### src/hw/rtl/tcfb_pkg.sv
`timescale 1ns / 1ps
`default_nettype none

package tcfb_pkg;

   // Panel geometry.
   localparam int PANEL_WIDTH  = 800;
   localparam int PANEL_HEIGHT = 480;

   // The store holds eight pixels of two bits in each word.
   localparam int PIXEL_COUNT = PANEL_WIDTH * PANEL_HEIGHT;
   localparam int LANES       = 8;
   localparam int SHADE_W     = 2;
   localparam int WORD_W      = LANES * SHADE_W;
   localparam int WORD_COUNT  = (PIXEL_COUNT + LANES - 1) / LANES;
   localparam int ADDR_W      = $clog2(WORD_COUNT + 1);
   localparam int IDX_W       = ADDR_W + 3;
   localparam int LAST_LANES  = PIXEL_COUNT - (WORD_COUNT - 1) * LANES;
   localparam int COL_W       = $clog2(PANEL_WIDTH + 1);
   localparam int ROW_W       = $clog2(PANEL_HEIGHT + 1);

   // Action codes.
   localparam logic [1:0] ACT_DRAW = 2'd0;
   localparam logic [1:0] ACT_FILL = 2'd1;
   localparam logic [1:0] ACT_READ = 2'd2;

   // Colour classes as they arrive on the request channel.
   localparam logic [1:0] COLOR_WHITE   = 2'd0;
   localparam logic [1:0] COLOR_BLACK   = 2'd1;
   localparam logic [1:0] COLOR_RED     = 2'd2;
   localparam logic [1:0] COLOR_RED_ALT = 2'd3;

   // Shade codes as they are kept in the store.
   localparam logic [1:0] SHADE_WHITE = 2'd0;
   localparam logic [1:0] SHADE_BLACK = 2'd1;
   localparam logic [1:0] SHADE_RED   = 2'd2;

   // Plane selection for reads.
   localparam logic PLANE_BLACK = 1'b0;
   localparam logic PLANE_RED   = 1'b1;

   // Rotation in quarter turns.
   localparam logic [1:0] ROT_0 = 2'd0;
   localparam logic [1:0] ROT_1 = 2'd1;
   localparam logic [1:0] ROT_2 = 2'd2;
   localparam logic [1:0] ROT_3 = 2'd3;

   typedef enum logic [2:0] {
      ST_IDLE,
      ST_MAP_A,
      ST_MAP_B,
      ST_DRAW_RD,
      ST_DRAW_WR,
      ST_READ_RD,
      ST_READ_OUT,
      ST_SWEEP
   } state_type;

   typedef struct packed {
      logic [1:0]         action;
      logic signed [15:0] coord_x;
      logic signed [15:0] coord_y;
      logic [1:0]         color_class;
      logic               plane_select;
      logic [15:0]        byte_index;
   } cmd_type;

   // Result of the coordinate mapping: store word and pixel within it.
   typedef struct packed {
      logic              hit;
      logic [ADDR_W-1:0] word;
      logic [2:0]        lane;
   } map_type;

   function automatic logic [1:0] shade_of(input logic [1:0] cls);
      logic [1:0] s;
      case (cls) inside
         COLOR_RED, COLOR_RED_ALT: s = SHADE_RED;
         COLOR_BLACK:              s = SHADE_BLACK;
         default:                  s = SHADE_WHITE;
      endcase
      return s;
   endfunction

endpackage

`default_nettype wire

### src/hw/rtl/tcfb_addr_map.sv
`timescale 1ns / 1ps
`default_nettype none

module tcfb_addr_map import tcfb_pkg::*; (
   input  wire logic               clock,
   input  wire logic [1:0]         rotation,
   input  wire logic signed [15:0] coord_x,
   input  wire logic signed [15:0] coord_y,
   output map_type                 map
);

   // First stage: bounds check and rotation. Second stage: raster index.
   logic             hit_ff, hit_in;
   logic [COL_W-1:0] px_ff, px_in;
   logic [ROW_W-1:0] py_ff, py_in;
   map_type          map_ff, map_in;

   logic [15:0]      xu, yu, lw, lh, px16, py16;
   logic [IDX_W-1:0] idx;

   always_comb begin
      xu = unsigned'(coord_x);
      yu = unsigned'(coord_y);
      lw = rotation[0] ? 16'(PANEL_HEIGHT) : 16'(PANEL_WIDTH);
      lh = rotation[0] ? 16'(PANEL_WIDTH) : 16'(PANEL_HEIGHT);
      hit_in = !xu[15] && !yu[15] && (xu < lw) && (yu < lh);
      case (rotation)
         ROT_1: begin
            px16 = 16'(PANEL_WIDTH - 1) - yu;
            py16 = xu;
         end
         ROT_2: begin
            px16 = 16'(PANEL_WIDTH - 1) - xu;
            py16 = 16'(PANEL_HEIGHT - 1) - yu;
         end
         ROT_3: begin
            px16 = yu;
            py16 = 16'(PANEL_HEIGHT - 1) - xu;
         end
         default: begin
            px16 = xu;
            py16 = yu;
         end
      endcase
      px_in = px16[COL_W-1:0];
      py_in = py16[ROW_W-1:0];
   end

   assign idx = IDX_W'(px_ff) + IDX_W'(py_ff) * IDX_W'(PANEL_WIDTH);

   always_comb begin
      map_in.hit  = hit_ff;
      map_in.word = idx[IDX_W-1:3];
      map_in.lane = idx[2:0];
   end

   always_ff @(posedge clock) begin
      hit_ff <= hit_in;
      px_ff  <= px_in;
      py_ff  <= py_in;
      map_ff <= map_in;
   end

   assign map = map_ff;

endmodule

`default_nettype wire

### config.mk
export PLATFORM = sky130hd
export DESIGN_NAME = tcfb_addr_map
export DESIGN_NICKNAME = d
export VERILOG_FILES = /design/src/hw/rtl/tcfb_pkg.sv /design/src/hw/rtl/tcfb_addr_map.sv
export SDC_FILE = /design/constraint.sdc
export NUM_CORES = 1
export LEC_CHECK = 0
export ABC_AREA = 1
export BUFFER_PORTS_ARGS = -buffer_cell sky130_fd_sc_hd__buf_2
export CORE_MARGIN = 1.5
export CORE_UTILIZATION = 56
export CTS_BUF_LIST = sky130_fd_sc_hd__clkbuf_8 sky130_fd_sc_hd__clkbuf_16
export CTS_CLUSTER_DIAMETER = 80
export DETAILED_ROUTE_END_ITERATION = 8
export GPL_TIMING_DRIVEN = 0
export HOLD_SLACK_MARGIN = 0.03
export PLACE_DENSITY = 0.82
export SETUP_SLACK_MARGIN = 0.2
export SLEW_MARGIN = 20
export SYNTH_ARGS = -nofsm -noshare
export SYNTH_HDL_FRONTEND = slang
export SYNTH_SLANG_ARGS = --single-unit
### constraint.sdc
create_clock -name clock -period 3.2 [get_ports clock]
set_input_delay 0.32 -clock clock [delete_from_list [all_inputs] [get_ports clock]]
set_output_delay 0.32 -clock clock [all_outputs]
set_load 0.02 [all_outputs]
# [Yosys cells after proc, flatten, opt, wreduce, memory -nomap -nowiden]
# Cells that the tools add are included.
# Widths: inputs -> output; s select.
[word_totals] wordCells=26 regBits=40 out_inout_bits=20
[op_classes] addsub=5 n_lt_le_gt_ge=2 n_mul=1 eq_ne=3 reduce_logical=5 mux=4
[op_table] cell="$lt 16x10->1" count=2
[op_table] cell="$pmux 10 s3" count=1
[op_table] cell="$pmux 9 s3" count=1
[op_table] cell="$mux 10" count=2
[op_table] cell="$sub 10x10->10 const A" count=2
[op_table] cell="$add 10x19->19" count=1
[op_table] cell="$sub 9x9->9 const A" count=2
[op_table] cell="$mul 9x5->14 const B" count=1
[op_table] cell="$eq 2x2->1 const B" count=2
[op_table] cell="$logic_and 1x1->1" count=3
[op_table] cell="$eq 2x1->1 const B" count=1
[op_table] cell="$logic_not 1->1" count=2

# [Logic depth before layout (Yosys ltp)]
[logic_depth] ltp_word=4 ltp_mapped=17 depth_no_buf=17

# [Worst setup path before layout]
# Ideal clock, no wire load.
[synth_timing] kind="register to register" from="register py_ff[3]" to="register map_ff, in the netlist map[16]" n_path_buf=0 stages_incl_launch_ff=13 t_arrival_ps=2630 setup_slack_ps=452 setup_time_ps=118 synth_period_minus_slack_ps=2748 cell_sequence="dfxtp_1 ha_1 ha_1 inv_1 fa_1 inv_1 ha_1 or2_4 nand3_1 nand2_2 nor3_4 nand2_1 xor2_1"
[synth_between] elab_chain_cells=2
[synth_lines] item="start, declared" line="tcfb_addr_map.sv:15" rtl="logic [ROW_W-1:0] py_ff, py_in;"
[synth_lines] item="start signal, assigned" line="tcfb_addr_map.sv:60" rtl="py_ff <= py_in;"
[synth_lines] item="$mul 9x5->14" line="tcfb_addr_map.sv:49" rtl="assign idx = IDX_W'(px_ff) + IDX_W'(py_ff) * IDX_W'(PANEL_WIDTH);"
[synth_lines] item="$add 10x19->19" line="tcfb_addr_map.sv:49"
[synth_lines] item="named net idx[16]" line="tcfb_addr_map.sv:19" rtl="logic [IDX_W-1:0] idx;"
[synth_lines] item="end signal, assigned" line="tcfb_addr_map.sv:61" rtl="map_ff <= map_in;"
[synth_lines] item="end, declared" line="tcfb_addr_map.sv:16" rtl="map_type map_ff, map_in;"
# The timed path passes the listed nets, and every way through them passes these cells.

# [Final worst setup path]
[layout_timing] from="register py_ff[1]" to="register map_ff, in the netlist map[14]"
# The elaborated chain is that of the path after synthesis.

==> run summary <==
result of the run -> completed
shortest period the worst path allows -> 2885 ps
standard-cell rows -> 26
share of the clock period used by the worst path after layout -> 0.9017
chip height -> 75.34 um
Reg clk slew, reported paths -> 90 ps
final weighted congestion in routability-driven placement -> 0.8903
number of warnings printed during yosys synthesis -> 0
skew final -> 13.70 ps
synthesized net count -> 471
setup ws final -> 314.6 ps
Clock Root Buffer -> sky130_fd_sc_hd__clkbuf_8
starting density of the core -> 0.5774
post-DP HPWL -> 4695 um
starting DRC count in detailed routing -> 82
sum of buffers and inverters on the critical path -> 2
number of vias per cell after detailed routing -> 4.929
post-cts hold buffer count -> 0
category of the critical setup timing path -> flip-flop to flip-flop
critical path's top delay family -> adder cells
critical-path cell list -> ha_1 > ha_1 > ha_1 > inv_1 > fa_1 > nand2_2 > nand2_4 > nor2_4 > nand3_2 > nor3_4 > buf_4 > xor2_1
Fmax -> 0.3466 GHz
Maximum Capacitance Violations -> 0
Worst EP required -> 3430 ps
most used cell along the critical path -> sky130_fd_sc_hd__ha_1
number of vias in the routed layout -> 2558
number of placed instances with taps included -> 509
number of synthesized register bits -> 40
Reg area -> 803.3 um2
Leakage -> 1.919 nW
number of hold violations in the final report -> 0
maximum net fanout on the critical path -> 4
clock tree from TritonCTS -> yes
share of synthesized area occupied by flip-flops and latches -> 0.2733
routed wire length -> 5734 um
multi-input combinational cell area -> 1877 um2
gate count of the mapped netlist -> 386
Boundary Pins -> 55
initial antenna violation count -> 0
endpoint kind of the worst setup timing path -> flip-flop
overall die area -> 5675 um2
area added between synthesis and finish -> 17.21%
TritonCTS Buffers -> 5
Inserted Diodes -> 0
routed wirelength normalized by instance count -> 11.05 um
Post-Syn Area -> 2930 um2
areal power density over the cells -> 789.3 nW/um2
wire length of the first global-routing pass -> 9611 um
CTS HTree Levels -> 2
Synth cell types -> 34
Avg Inst Size Synth -> 7.591 um2
vias in the first global route -> 2351
Startpoint Class -> flip-flop
core area -> 5075 um2
total number of clock tree sinks -> 40
count of TritonRoute iterations in the first routing pass -> 4
final worst hold slack -> 270.6 ps
worst-case headroom to the max-slew limit -> 0.7130
Min-Delay Path Class -> input port to flip-flop
CTS Buffer Depth -> 2
fraction of final layout cells sized beyond drive strength 1 -> 0.2116
Nets -> 533
peak supply drop -> 0.3307 mV
highest cell delay on the worst timing path -> 460 ps
total track usage -> 0.2186
setup tns final -> 0 ps
final slew viol count -> 0
post-detailed-route count of antenna-violating nets -> 0
largest net degree at the start of global routing -> 15
number of DRC violations after detailed routing -> 0
Setup-failing EPs final -> 0
RSZ-0062 raised after global routing -> no
fin cells -> 519
Slew @ Worst Pin -> 430.5 ps
Clk Latency, worst-skew pair -> 300 ps
worst slack at placement -> 249.7 ps
total congestion overflow -> 0
Die X -> 75.34 um
number of I/O port buffers -> 53
Data arrival, critical path -> 3120 ps
number of fill cells in the layout -> 435
slowest stage cell, crit path -> sky130_fd_sc_hd__fa_1
==> cell usage after synthesis <==
library cell,n,area share
sky130_fd_sc_hd__nand2_1,101,0.13
sky130_fd_sc_hd__ha_1,45,0.19
sky130_fd_sc_hd__nand2_2,7,0.015
sky130_fd_sc_hd__nor2_2,2,0.0043
sky130_fd_sc_hd__clkbuf_1,2,0.0026
sky130_fd_sc_hd__nand3_2,4,0.014
sky130_fd_sc_hd__xnor2_1,5,0.015
sky130_fd_sc_hd__buf_6,2,0.0077
sky130_fd_sc_hd__nand3_1,25,0.043
sky130_fd_sc_hd__o21ai_0,11,0.019
sky130_fd_sc_hd__o21bai_1,1,0.0026
sky130_fd_sc_hd__o221ai_1,4,0.012
sky130_fd_sc_hd__inv_1,59,0.076
sky130_fd_sc_hd__buf_2,1,0.0017
sky130_fd_sc_hd__and3_1,1,0.0021
sky130_fd_sc_hd__a31oi_1,1,0.0021
sky130_fd_sc_hd__o21ai_2,1,0.0030
sky130_fd_sc_hd__o22ai_1,2,0.0043
sky130_fd_sc_hd__inv_2,4,0.0051
sky130_fd_sc_hd__nor3_4,1,0.0056
sky130_fd_sc_hd__nor2_4,1,0.0038
sky130_fd_sc_hd__o21ai_1,5,0.0085
sky130_fd_sc_hd__dfxtp_1,40,0.27
sky130_fd_sc_hd__nor2_1,12,0.015
sky130_fd_sc_hd__o211ai_1,1,0.0026
sky130_fd_sc_hd__nor4_1,3,0.0064
sky130_fd_sc_hd__nor3_1,2,0.0034
sky130_fd_sc_hd__nand2_4,2,0.0077
sky130_fd_sc_hd__nand4_1,2,0.0043
sky130_fd_sc_hd__or2_4,1,0.0030
sky130_fd_sc_hd__nor3_2,1,0.0034
sky130_fd_sc_hd__xor2_1,19,0.057
sky130_fd_sc_hd__a21oi_1,13,0.022
sky130_fd_sc_hd__fa_1,5,0.034
==> layer usage <==
layer	GRT usage	routed length (um)	part of all wire
met2	0.4035	2975	0.52
met1	0.2508	2456	0.43
met3	0.04101	208	0.036
met4	0.07738	93	0.016
met5	0	0	0
==> worst min-delay path, cell delays in order <==
cell and delay, ps:
sky130_fd_sc_hd__buf_6 110, sky130_fd_sc_hd__xor2_1 70, sky130_fd_sc_hd__inv_1 40
==> cell usage in the layout, fill, tap and decap left out, drive strengths merged <==
master | netlist | layout
a21oi | 13 | 13
a31oi | 1 | 1
and3 | 1 | 1
buf | 3 | 58
bufinv | 0 | 1
clkbuf | 2 | 7
clkinvlp | 0 | 1
dfxtp | 40 | 40
fa | 5 | 5
ha | 45 | 45
inv | 63 | 64
nand2 | 110 | 110
nand3 | 29 | 29
nand4 | 2 | 2
nor2 | 15 | 15
nor3 | 4 | 4
nor4 | 3 | 3
o211ai | 1 | 1
o21ai | 17 | 17
o21bai | 1 | 1
o221ai | 4 | 4
o22ai | 2 | 2
or2 | 1 | 1
xnor2 | 5 | 5
xor2 | 19 | 19
==> state kept, by name, indices dropped and copies added, names as in the netlist <==
signal / cells
py_ff: 9
hit_ff: 1
map: 20
px_ff: 10
==> final cells by class <==
class	count	area share
sequential	40	0.2339
inverter	63	0.06885
buffer	5	0.01020
timing repair buffer	55	0.08160
clock inverter	3	0.01348
multi-input combinational	278	0.5464
clock buffer	5	0.02004
tap	70	0.02550
==> where the power goes <==
group | total [W] | switching [W] | internal [W] | leakage [nW]
logic | 0.00161 | 0.00100 | 0.000607 | 1.53
registers | 0.000672 | 0.0000399 | 0.000632 | 0.337
clock network | 0.000431 | 0.000196 | 0.000235 | 0.0548
total | 0.00271 | 0.00124 | 0.00147 | 1.92
==> logic make-up (layout without fill, tap and decap cells) <==
| logic type | count (synthesis) | in the layout | synth area share |
|---|---|---|---|
| AND/OR/NAND/NOR | 165 | 165 | 0.2600 |
| XOR/XNOR | 24 | 24 | 0.07173 |
| adder cells (fa/ha/maj) | 50 | 50 | 0.2263 |
| AO/OA/AOI/OAI | 39 | 39 | 0.07600 |
| flip-flops | 40 | 40 | 0.2733 |
| buffers and inverters | 68 | 131 | 0.09265 |
==> per-stage QoR <==
stage	utilization	cell area (um2)	total power, W
4_1_cts	0.6696	3398	0.002680
6_report	0.6768	3435	0.002711
5_1_grt	0.6768	3435	0.002978
2_1_floorplan	-	2930	0.001897
3_3_place_gp	0.6469	3283	0.002166
3_5_place_dp	0.6469	3283	0.002229
==> path summary, 6_finish.rpt <==
check              startpoint  endpoint  slack [ps]  depth (start not counted)
setup reg to reg     py_ff[1]   map[14]         310                         12
setup / recovery     py_ff[1]   map[14]         310                         12
hold / removal    rotation[1]  px_ff[0]         270                          3
hold reg to reg      px_ff[3]    map[3]         330                          0
==> what timing repair did <==
| item | 4_1_cts | 5_1_grt |
|---|---|---|
| setup buffers | 0 | 2 |
| gates resized for setup | 0 | 6 |
| setup endpoints to repair | 0 | 4 |
| endpoints found under the hold margin | 0 | 0 |
(Power assumes the default switching activity.)
